**src/hdl/pf_pkg.sv**
```systemverilog
// Shared types, constants and helpers for the packet fragmenter.
// Used by every module of the block but pf_checker; depends on nothing else.
`default_nettype none

package pf_pkg;

	// Default width of the fragment index space
	localparam int unsigned FRAG_INDEX_BITS_DEF = 16;

	// Register reset values
	localparam logic [15:0] MAX_PAYLOAD_RST = 16'd1400;
	localparam logic [31:0] MAGIC_WORD_RST  = 32'h4652_4147;

	// Register indexes on the configuration port
	localparam logic [0:0] REG_MAX_PAYLOAD = 1'b0;
	localparam logic [0:0] REG_MAGIC_WORD  = 1'b1;

	// Fragment header geometry
	localparam int unsigned HDR_BYTES    = 16;
	localparam int unsigned HDR_IDX_BITS = $clog2(HDR_BYTES);
	localparam int unsigned HDR_BITS     = 8 * HDR_BYTES;

	// Queue between the front and back parts
	localparam int unsigned QUEUE_DEPTH = 4;

	// Fragment count divider: 33-bit dividend, one quotient bit per cycle
	localparam int unsigned DIV_STEPS    = 33;
	localparam int unsigned DIV_CNT_BITS = $clog2(DIV_STEPS);

	typedef enum logic [1:0] {
		F_IDLE,
		F_DIV,
		F_PUSH
	} front_state_t;

	typedef enum logic [1:0] {
		B_IDLE,
		B_HDR,
		B_DATA,
		B_REJ
	} back_state_t;

	// One classified input transaction as handed from front to back
	typedef struct packed {
		logic [7:0]  data_byte;
		logic        start;
		logic        reject;
		logic [15:0] frag_total;
		logic [31:0] packet_number;
		logic [31:0] packet_length;
	} frag_entry_t;

	// Data bytes per fragment; payload limits below header plus one byte clamp up
	function automatic logic [15:0] frag_data_size(input logic [15:0] max_payload);
		logic [15:0] mp;
		mp = (max_payload < 16'(HDR_BYTES + 1)) ? 16'(HDR_BYTES + 1) : max_payload;
		return mp - 16'(HDR_BYTES);
	endfunction

endpackage

`default_nettype wire

```
**src/hdl/packet_fragmenter.sv**
```systemverilog
// Top level of the packet fragmenter: configuration registers and the
// front, queue and back parts. Depends on pf_pkg, pf_front, pf_queue, pf_back.
//
// Bytes of a packet go in one per transaction, the first marked by packet_start
// with the packet number and total size; out come fragments of at most
// max_payload bytes (17 if set lower), each opened by a 16-byte little-endian
// header (magic word, packet number, fragment index, fragment count, total
// size). A packet whose fragment count does not fit the index space gives a
// single rejected result and its remaining bytes are dropped. A data byte in
// the middle of a fragment is popped, then emitted by the back part; the first
// byte of each fragment follows the 16 header bytes, each sent through the
// output register. The first byte of each packet also waits in the front part
// for the bit-serial divider that works out the fragment count (33 steps). A
// four-entry queue lets the front keep accepting while the back emits. The user
// must write configuration only while idle; the block does not enforce it.
`default_nettype none

module packet_fragmenter #(
	parameter int unsigned FRAG_INDEX_BITS = pf_pkg::FRAG_INDEX_BITS_DEF
) (
	input  wire logic        clk,
	input  wire logic        arst_n,
	input  wire logic        cfg_we,
	input  wire logic [0:0]  cfg_index,
	input  wire logic [31:0] cfg_wdata,
	input  wire logic        in_valid,
	output logic             in_ready,
	input  wire logic [7:0]  data_byte,
	input  wire logic        packet_start,
	input  wire logic [31:0] packet_number,
	input  wire logic [31:0] packet_length,
	output logic             out_valid,
	input  wire logic        out_ready,
	output logic [7:0]       out_byte,
	output logic             fragment_last,
	output logic             run_last,
	output logic             rejected
);
	import pf_pkg::*;

	logic [15:0]  max_payload_q;
	logic [31:0]  magic_word_q;
	logic [15:0]  dsz;
	logic         fq_valid, fq_ready;
	logic         qb_valid, qb_ready;
	frag_entry_t  fq_entry, qb_entry;

	// Configuration registers
	always_ff @(posedge clk or negedge arst_n) begin
		if (!arst_n) begin
			max_payload_q <= MAX_PAYLOAD_RST;
			magic_word_q  <= MAGIC_WORD_RST;
		end else if (cfg_we) begin
			case (cfg_index)
				REG_MAX_PAYLOAD: max_payload_q <= cfg_wdata[15:0];
				REG_MAGIC_WORD:  magic_word_q  <= cfg_wdata;
				default:         max_payload_q <= max_payload_q;
			endcase
		end
	end

	assign dsz = frag_data_size(max_payload_q);

	pf_front #(
		.FRAG_INDEX_BITS (FRAG_INDEX_BITS)
	) u_front (
		.clk           (clk),
		.arst_n        (arst_n),
		.dsz           (dsz),
		.in_valid      (in_valid),
		.in_ready      (in_ready),
		.data_byte     (data_byte),
		.packet_start  (packet_start),
		.packet_number (packet_number),
		.packet_length (packet_length),
		.q_valid       (fq_valid),
		.q_ready       (fq_ready),
		.q_entry       (fq_entry)
	);

	pf_queue u_queue (
		.clk       (clk),
		.arst_n    (arst_n),
		.in_valid  (fq_valid),
		.in_ready  (fq_ready),
		.in_entry  (fq_entry),
		.out_valid (qb_valid),
		.out_ready (qb_ready),
		.out_entry (qb_entry)
	);

	pf_back u_back (
		.clk           (clk),
		.arst_n        (arst_n),
		.dsz           (dsz),
		.magic_word    (magic_word_q),
		.q_valid       (qb_valid),
		.q_ready       (qb_ready),
		.q_entry       (qb_entry),
		.out_valid     (out_valid),
		.out_ready     (out_ready),
		.out_byte      (out_byte),
		.fragment_last (fragment_last),
		.run_last      (run_last),
		.rejected      (rejected)
	);

endmodule

`default_nettype wire

```
**src/hdl/pf_divider.sv**
```systemverilog
// Restoring divider computing the fragment count, one quotient bit per cycle.
// Depends on pf_pkg for the step count and widths.
`default_nettype none

module pf_divider (
	input  wire logic                          clk,
	input  wire logic                          arst_n,
	input  wire logic                          start,
	input  wire logic [pf_pkg::DIV_STEPS-1:0]  numer,
	input  wire logic [15:0]                   divisor,
	output logic                               done,
	output logic [pf_pkg::DIV_STEPS-1:0]       quotient
);
	import pf_pkg::*;

	logic                    busy_q;
	logic                    done_q;
	logic [DIV_CNT_BITS-1:0] cnt_q;
	logic [15:0]             rem_q;
	logic [15:0]             div_q;
	logic [DIV_STEPS-1:0]    nq_q;
	logic [16:0]             trial;
	logic                    fit;

	// Trial subtraction of the divisor from the shifted remainder
	assign trial = {rem_q, nq_q[DIV_STEPS-1]};
	assign fit   = trial >= {1'b0, div_q};

	assign done     = done_q;
	assign quotient = nq_q;

	// Step counter and completion flag
	always_ff @(posedge clk or negedge arst_n) begin
		if (!arst_n) begin
			busy_q <= 1'b0;
			done_q <= 1'b0;
			cnt_q  <= '0;
		end else if (start) begin
			busy_q <= 1'b1;
			done_q <= 1'b0;
			cnt_q  <= '0;
		end else if (busy_q) begin
			cnt_q <= cnt_q + 1'b1;
			if (cnt_q == DIV_CNT_BITS'(DIV_STEPS - 1)) begin
				busy_q <= 1'b0;
				done_q <= 1'b1;
			end
		end
	end

	// Remainder and dividend/quotient shift register
	always_ff @(posedge clk) begin
		if (start) begin
			nq_q  <= numer;
			rem_q <= '0;
			div_q <= divisor;
		end else if (busy_q) begin
			rem_q <= fit ? 16'(trial - {1'b0, div_q}) : trial[15:0];
			nq_q  <= {nq_q[DIV_STEPS-2:0], fit};
		end
	end

endmodule

`default_nettype wire

```
**src/hdl/pf_front.sv**
```systemverilog
// Front part: accepts input transactions and classifies packet starts by
// working out the fragment count. Depends on pf_pkg and pf_divider.
`default_nettype none

module pf_front #(
	parameter int unsigned FRAG_INDEX_BITS = pf_pkg::FRAG_INDEX_BITS_DEF
) (
	input  wire logic                clk,
	input  wire logic                arst_n,
	input  wire logic [15:0]         dsz,
	input  wire logic                in_valid,
	output logic                     in_ready,
	input  wire logic [7:0]          data_byte,
	input  wire logic                packet_start,
	input  wire logic [31:0]         packet_number,
	input  wire logic [31:0]         packet_length,
	output logic                     q_valid,
	input  wire logic                q_ready,
	output pf_pkg::frag_entry_t      q_entry
);
	import pf_pkg::*;

	// Largest fragment count the index space can carry
	localparam logic [DIV_STEPS-1:0] FRAG_LIMIT =
		(DIV_STEPS'(1) << FRAG_INDEX_BITS) - DIV_STEPS'(1);

	front_state_t          state_q, state_d;
	logic [7:0]            byte_q;
	logic [31:0]           pn_q;
	logic [31:0]           total_q;
	logic                  div_start;
	logic                  div_done;
	logic [DIV_STEPS-1:0]  numer;
	logic [DIV_STEPS-1:0]  quot;

	// Rounded-up division: (total + size - 1) / size
	assign numer = {1'b0, packet_length} + DIV_STEPS'(dsz) - DIV_STEPS'(1);

	pf_divider u_divider (
		.clk      (clk),
		.arst_n   (arst_n),
		.start    (div_start),
		.numer    (numer),
		.divisor  (dsz),
		.done     (div_done),
		.quotient (quot)
	);

	// Next state, handshakes and queue entry
	always_comb begin
		state_d   = state_q;
		in_ready  = 1'b0;
		q_valid   = 1'b0;
		div_start = 1'b0;
		q_entry   = '{data_byte: data_byte, start: 1'b0, reject: 1'b0,
			frag_total: 16'd0, packet_number: packet_number, packet_length: packet_length};
		case (state_q)
			F_IDLE: begin
				in_ready = q_ready;
				q_valid  = in_valid && !packet_start;
				if (in_valid && q_ready && packet_start) begin
					div_start = 1'b1;
					state_d   = F_DIV;
				end
			end
			F_DIV: begin
				if (div_done) begin
					state_d = F_PUSH;
				end
			end
			F_PUSH: begin
				q_valid = 1'b1;
				q_entry = '{data_byte: byte_q, start: 1'b1, reject: quot > FRAG_LIMIT,
					frag_total: quot[15:0], packet_number: pn_q, packet_length: total_q};
				if (q_ready) begin
					state_d = F_IDLE;
				end
			end
			default: begin
				state_d = F_IDLE;
			end
		endcase
	end

	always_ff @(posedge clk or negedge arst_n) begin
		if (!arst_n) begin
			state_q <= F_IDLE;
		end else begin
			state_q <= state_d;
		end
	end

	// Hold the start transaction while the count is worked out
	always_ff @(posedge clk) begin
		if (div_start) begin
			byte_q  <= data_byte;
			pn_q    <= packet_number;
			total_q <= packet_length;
		end
	end

endmodule

`default_nettype wire

```
**src/hdl/pf_queue.sv**
```systemverilog
// Short queue of classified transactions between front and back parts.
// Depends on pf_pkg for the entry type and depth.
`default_nettype none

module pf_queue (
	input  wire logic                 clk,
	input  wire logic                 arst_n,
	input  wire logic                 in_valid,
	output logic                      in_ready,
	input  wire pf_pkg::frag_entry_t  in_entry,
	output logic                      out_valid,
	input  wire logic                 out_ready,
	output pf_pkg::frag_entry_t       out_entry
);
	import pf_pkg::*;

	localparam int unsigned PTR_BITS = (QUEUE_DEPTH > 1) ? $clog2(QUEUE_DEPTH) : 1;
	localparam int unsigned CNT_BITS = $clog2(QUEUE_DEPTH + 1);

	frag_entry_t         mem_q [QUEUE_DEPTH];
	logic [PTR_BITS-1:0] wr_q, rd_q;
	logic [CNT_BITS-1:0] cnt_q;
	logic                push, pop;

	function automatic logic [PTR_BITS-1:0] ptr_next(input logic [PTR_BITS-1:0] p);
		return (p == PTR_BITS'(QUEUE_DEPTH - 1)) ? '0 : p + 1'b1;
	endfunction

	assign in_ready  = cnt_q != CNT_BITS'(QUEUE_DEPTH);
	assign out_valid = cnt_q != '0;
	assign out_entry = mem_q[rd_q];
	assign push      = in_valid && in_ready;
	assign pop       = out_valid && out_ready;

	// Advance pointers and fill level
	always_ff @(posedge clk or negedge arst_n) begin
		if (!arst_n) begin
			wr_q  <= '0;
			rd_q  <= '0;
			cnt_q <= '0;
		end else begin
			if (push) begin
				wr_q <= ptr_next(wr_q);
			end
			if (pop) begin
				rd_q <= ptr_next(rd_q);
			end
			case ({push, pop})
				2'b10:   cnt_q <= cnt_q + 1'b1;
				2'b01:   cnt_q <= cnt_q - 1'b1;
				default: cnt_q <= cnt_q;
			endcase
		end
	end

	// Store entries
	always_ff @(posedge clk) begin
		if (push) begin
			mem_q[wr_q] <= in_entry;
		end
	end

endmodule

`default_nettype wire

```
**src/hdl/pf_back.sv**
```systemverilog
// Back part: keeps the packet and fragment counters and emits header, data
// and rejected results through an output register. Depends on pf_pkg.
`default_nettype none

module pf_back (
	input  wire logic                 clk,
	input  wire logic                 arst_n,
	input  wire logic [15:0]          dsz,
	input  wire logic [31:0]          magic_word,
	input  wire logic                 q_valid,
	output logic                      q_ready,
	input  wire pf_pkg::frag_entry_t  q_entry,
	output logic                      out_valid,
	input  wire logic                 out_ready,
	output logic [7:0]                out_byte,
	output logic                      fragment_last,
	output logic                      run_last,
	output logic                      rejected
);
	import pf_pkg::*;

	back_state_t             state_q, state_d;
	logic [31:0]             pbo_q;
	logic [15:0]             fbo_q;
	logic [15:0]             fn_q;
	logic [15:0]             ft_q;
	logic [31:0]             pn_q;
	logic [31:0]             total_q;
	logic                    drop_q;
	logic [7:0]              byte_q;
	logic [HDR_IDX_BITS-1:0] hdr_idx_q;

	logic                    out_valid_q;
	logic [7:0]              out_byte_q;
	logic                    frag_last_q;
	logic                    run_last_q;
	logic                    rejected_q;

	logic                    slot_free;
	logic [31:0]             cur_pbo;
	logic [15:0]             cur_fbo;
	logic [31:0]             cur_total;
	logic                    cur_drop;
	logic [HDR_BITS-1:0]     hdr;
	logic [7:0]              hdr_byte;
	logic                    frag_end;
	logic                    pkt_end;
	logic                    out_load;
	logic [7:0]              ld_byte;
	logic                    ld_frag_last;
	logic                    ld_run_last;
	logic                    ld_rejected;

	assign out_valid     = out_valid_q;
	assign out_byte      = out_byte_q;
	assign fragment_last = frag_last_q;
	assign run_last      = run_last_q;
	assign rejected      = rejected_q;
	assign slot_free     = !out_valid_q || out_ready;

	// Counters as a packet start leaves them
	assign cur_pbo   = q_entry.start ? 32'd0 : pbo_q;
	assign cur_fbo   = q_entry.start ? 16'd0 : fbo_q;
	assign cur_total = q_entry.start ? q_entry.packet_length : total_q;
	assign cur_drop  = q_entry.start ? q_entry.reject : drop_q;

	// Little-endian header: magic, packet, fragment index, count, size
	assign hdr      = {total_q, ft_q, fn_q, pn_q, magic_word};
	assign hdr_byte = hdr[{hdr_idx_q, 3'b000} +: 8];

	assign frag_end = ({1'b0, fbo_q} + 17'd1) >= {1'b0, dsz};
	assign pkt_end  = ({1'b0, pbo_q} + 33'd1) >= {1'b0, total_q};

	// Sequence the results of one transaction
	always_comb begin
		state_d      = state_q;
		q_ready      = 1'b0;
		out_load     = 1'b0;
		ld_byte      = hdr_byte;
		ld_frag_last = 1'b0;
		ld_run_last  = 1'b0;
		ld_rejected  = 1'b0;
		case (state_q)
			B_IDLE: begin
				q_ready = 1'b1;
				if (q_valid) begin
					if (q_entry.start && q_entry.reject) begin
						state_d = B_REJ;
					end else if (!cur_drop && (cur_pbo < cur_total)) begin
						state_d = (cur_fbo == 16'd0) ? B_HDR : B_DATA;
					end
				end
			end
			B_HDR: begin
				if (slot_free) begin
					out_load = 1'b1;
					if (hdr_idx_q == HDR_IDX_BITS'(HDR_BYTES - 1)) begin
						state_d = B_DATA;
					end
				end
			end
			B_DATA: begin
				ld_byte      = byte_q;
				ld_frag_last = frag_end || pkt_end;
				ld_run_last  = 1'b1;
				if (slot_free) begin
					out_load = 1'b1;
					state_d  = B_IDLE;
				end
			end
			B_REJ: begin
				ld_byte     = 8'd0;
				ld_run_last = 1'b1;
				ld_rejected = 1'b1;
				if (slot_free) begin
					out_load = 1'b1;
					state_d  = B_IDLE;
				end
			end
			default: begin
				state_d = B_IDLE;
			end
		endcase
	end

	// State register and packet counters
	always_ff @(posedge clk or negedge arst_n) begin
		if (!arst_n) begin
			state_q   <= B_IDLE;
			pbo_q     <= '0;
			fbo_q     <= '0;
			fn_q      <= '0;
			ft_q      <= '0;
			pn_q      <= '0;
			total_q   <= '0;
			drop_q    <= 1'b0;
			hdr_idx_q <= '0;
		end else begin
			state_q <= state_d;
			case (state_q)
				B_IDLE: begin
					hdr_idx_q <= '0;
					if (q_valid && q_entry.start) begin
						pn_q    <= q_entry.packet_number;
						total_q <= q_entry.packet_length;
						pbo_q   <= '0;
						fbo_q   <= '0;
						fn_q    <= '0;
						drop_q  <= q_entry.reject;
						ft_q    <= q_entry.reject ? 16'd0 : q_entry.frag_total;
					end
				end
				B_HDR: begin
					if (slot_free) begin
						hdr_idx_q <= hdr_idx_q + 1'b1;
					end
				end
				B_DATA: begin
					if (slot_free) begin
						pbo_q <= pbo_q + 32'd1;
						if (frag_end) begin
							fbo_q <= '0;
							fn_q  <= fn_q + 16'd1;
						end else begin
							fbo_q <= fbo_q + 16'd1;
						end
					end
				end
				default: begin
					hdr_idx_q <= hdr_idx_q;
				end
			endcase
		end
	end

	// Hold the data byte of the transaction at work
	always_ff @(posedge clk) begin
		if (state_q == B_IDLE && q_valid) begin
			byte_q <= q_entry.data_byte;
		end
	end

	// Output register
	always_ff @(posedge clk or negedge arst_n) begin
		if (!arst_n) begin
			out_valid_q <= 1'b0;
		end else if (out_load) begin
			out_valid_q <= 1'b1;
		end else if (out_ready) begin
			out_valid_q <= 1'b0;
		end
	end

	always_ff @(posedge clk) begin
		if (out_load) begin
			out_byte_q  <= ld_byte;
			frag_last_q <= ld_frag_last;
			run_last_q  <= ld_run_last;
			rejected_q  <= ld_rejected;
		end
	end

endmodule

`default_nettype wire

```
**config.mk**
```make
export PLATFORM = sky130hd
export DESIGN_NAME = packet_fragmenter
export DESIGN_NICKNAME = d
export VERILOG_FILES = /design/src/hdl/pf_pkg.sv /design/src/hdl/packet_fragmenter.sv /design/src/hdl/pf_divider.sv /design/src/hdl/pf_front.sv /design/src/hdl/pf_queue.sv /design/src/hdl/pf_back.sv
export SDC_FILE = /design/constraint.sdc
export NUM_CORES = 1
export LEC_CHECK = 0
export BUFFER_PORTS_ARGS = -buffer_cell sky130_fd_sc_hd__buf_4
export CAP_MARGIN = 20
export CORE_UTILIZATION = 60
export DETAILED_ROUTE_END_ITERATION = 7
export GPL_TIMING_DRIVEN = 0
export PLACE_DENSITY = 0.8
export SLEW_MARGIN = 0
export SYNTH_ARGS = -nofsm -noshare
export SYNTH_HDL_FRONTEND = slang
export SYNTH_SLANG_ARGS = --single-unit
```
**constraint.sdc**
```tcl
create_clock -name clk -period 15.2 [get_ports clk]
set_clock_uncertainty 0.1 [all_clocks]
set_input_delay 0 -clock clk [delete_from_list [all_inputs] [get_ports clk]]
set_output_delay 0 -clock clk [all_outputs]
set_load 0.01 [all_outputs]
```
==> impl_metrics.ini <==
[cts]
path_clk_slew_ns = 0.06
cts_tree = done
clock_latency_ns = 0.64
cts_max_path_buffers = 3
numCtsBuffers = 77
root_buffer = clkbuf_16
clock-sinks = 733
htreeDepth = 3

[timing]
fin_hold_ws_ns = 0.0177
relSlewSlack = 0.233
worst_pin_slew_ns = 1.14
finalSetupTns_ns = 0
fmax_mhz = 145
fin_crit_ns = 6.89
report.final.slew_viol_count = 0
rsz0062_at_grt = false
finalSetupViolCount = 0
fin_crit_sh = 0.453
finalHoldViolations = 0

[hold_path]
hp-class = input port to flop
min_path_cells = 2

[synthesis]
syn_area_mm2 = 0.0351
synthAdderAreaFrac = 0.0545
synth_mux_area_frac = 0.118
syn_inst = 2710
synth-seq-area-share = 0.592
yosys_warnings = 0
synth_xor_area_frac = 0.0252
avgSynthCellArea_um2 = 13.0
ys_seq_elements = 733
synth_nets = 2972
synth_top_family_by_area = multiplexers
synthSimpleGateAreaFrac = 0.0973
synthFlopType = edfxtp_1
synth_edf_count = 500
ys_types = 76
ys_async_sr_fraction = 0.296
synth_compound_area_frac = 0.0834

[floorplan]
die_x_um = 244
die-area_mm2 = 0.0595
chipHeight_um = 244
initial_core_util = 0.607
io_pins = 124
rows = 88
core_mm2 = 0.0578

[layout]
fin_nets = 3344
area_growth_pct = 17.9
fillers = 3594
layout_commonest_cell = edfxtp_1
stdcell_area_mm2 = 0.0414
final_cell_mix = edfxtp_1 (500), nand2_1 (356), dfrtp_1 (199)
antenna_cells = 0
drive_above_1_share = 0.164

[global_route]
grt_usage = 0.331
grt_overflow = 0
antenna_found_initial = 0
grt_first_pass_wirelength_um = 147000
grt_max_degree = 113
grt_pass1_vias = 24800

[placed_design]
gp_congestion = 1.01
hpwl_um = 63600
place_area_mm2 = 0.0372
port_buffers = 123

[detailed_routing]
top_layer = met4
remaining_drc_errors = 0
dr_total_vias = 24800
routed_wirelength_um = 96900
met1_length_um = 37500
first_iter_violations = 3014
drtAntennaViolNets = 0
wl_per_cell_um = 24.8
drtPass1Iterations = 6
wl_met3_um = 9090
dr_wl_met2_um = 44800
vias_per_cell = 6.34

[power]
vdd_drop_max_v = 0.000111
p_leak_nw = 16.4
p_switching_mw = 2.66
pwr-share-comb = 0.354
powerDensity_mw_per_mm2 = 178
seqPwrFrac = 0.385
p_sw_frac = 0.361
p_int_mw = 4.69
pwr-share-clk = 0.261

[worst_setup_path]
path_max_fanout = 5
startpoint_type = flop
required_ns = 15.46
criticalPathCategory = flop to flop
rr_worst_depth = 19
end_kind = flop
arrival_ns = 7.15

[run]
cap_viol_max_count = 0

[outcome]
status = complete, no violations
==> metrics by stage <==
| stage | power [mW] | instances | util | setup WS [ns] |
|---|---|---|---|---|
| global placement | 5.20 | 3598 | 0.640 | 8.67 |
| global route | 7.65 | 3911 | 0.716 | 8.04 |
| CTS | 7.27 | 3910 | 0.716 | 8.52 |
| floorplan | 4.45 | 2710 | - | 9.92 |
| detailed placement | 5.30 | 3607 | 0.644 | 8.61 |
| finish | 7.35 | 3911 | 0.716 | 8.31 |
==> worst max-delay path, cell delays in order, from the launching register on <==
cell,delay (ns)
dfrtp_1,0.42
or4_1,0.57
or4_1,0.44
or4_1,0.49
nor2_1,0.23
nor2_1,0.17
ha_1,0.28
nor2b_1,0.18
nand3_1,0.11
xor2_1,0.84
xor2_1,0.15
ha_1,0.43
a21oi_1,0.10
nor2b_1,0.16
nor4b_1,0.07
a211oi_1,0.78
a22oi_1,0.35
o31ai_1,0.48
xnor2_1,0.18
o21ai_0,0.10
==> repair_timing <==
item | 4_1_cts | 5_1_grt
hold buffers | 160 | 0
gates resized for setup | 0 | 0
setup buffers | 0 | 0
endpoints found under the hold margin | 520 | 0
==> flip-flops by register name (all words and copies together), names as in the netlist, 32 cells and up <==
signal,cells
u_back.pn_q,32
u_back.pbo_q,32
u_front.pn_q,32
magic_word_q,32
u_front.u_divider.quotient,33
u_queue.mem_q,360
u_front.total_q,32
u_back.total_q,32
==> routing by layer <==
metal / track usage / vias up
li1: - / 10700
met1: 0.447 / 12300
met2: 0.509 / 1429
met3: 0.0632 / 306
met4: 0.182 / 0
met5: 0 / -
==> area by class of cell <==
class / instances / area, µm² / share of cell area
Sequential cell: 733 / 20800 / 0.502
Multi-Input combinational cell: 1707 / 13300 / 0.321
Timing Repair Buffer: 293 / 2770 / 0.0670
Clock buffer: 106 / 2140 / 0.0516
Tap cell: 765 / 957 / 0.0231
Inverter: 149 / 559 / 0.0135
Buffer: 121 / 469 / 0.0113
Clock inverter: 37 / 407 / 0.00982
==> power by group through the flow <==
stage                     combinational, mW  clock [mW]  sequential [mW]
after floorplan                        1.70           0             2.75
after global placement                 2.36           0             2.84
after detailed placement               2.46           0             2.84
after CTS                              2.54        1.92             2.81
after global routing                   2.81        2.00             2.85
final                                  2.60        1.92             2.83
==> Yosys cell counts (37+ instances only) <==
cell type	number	area, µm²
mux4_2	130	2930
dfrtp_1	199	4980
nand3_1	37	185
clkbuf_1	100	375
xor2_1	46	403
nor2b_1	48	300
nand2_1	356	1340
ha_1	148	1850
edfxtp_1	500	15000
mux2_2	98	1100
nor2_1	112	420
xnor2_1	52	455
a21o_1	40	300
a21oi_1	128	641
o21ai_0	186	931
inv_1	148	556
==> worst paths after layout <==
kind	from	endpoint	slack [ns]
max	max_payload_q[9]	u_front.u_divider.quotient[29]	8.31
min	packet_length[28]	u_front.total_q[28]	0.02
max reg2reg	max_payload_q[9]	u_front.u_divider.quotient[29]	8.31
min reg2reg	u_back.ft_q[2]	u_back.ft_q[2]	0.38
max in group asynchronous	arst_n	u_queue.wr_q[1]	13.97
min in group asynchronous	arst_n	max_payload_q[8]	0.40
==> cell families after synthesis <==
group                      after synthesis
and+or+nand+nor                        732
xor gates and xnor gates                99
DFF                                    733
AOI/OAI and AO/OA                      485
muxes                                  240
adders and majority gates              151
buffers and inverters                  270
Note: power is estimated with default switching activity, not from simulation.
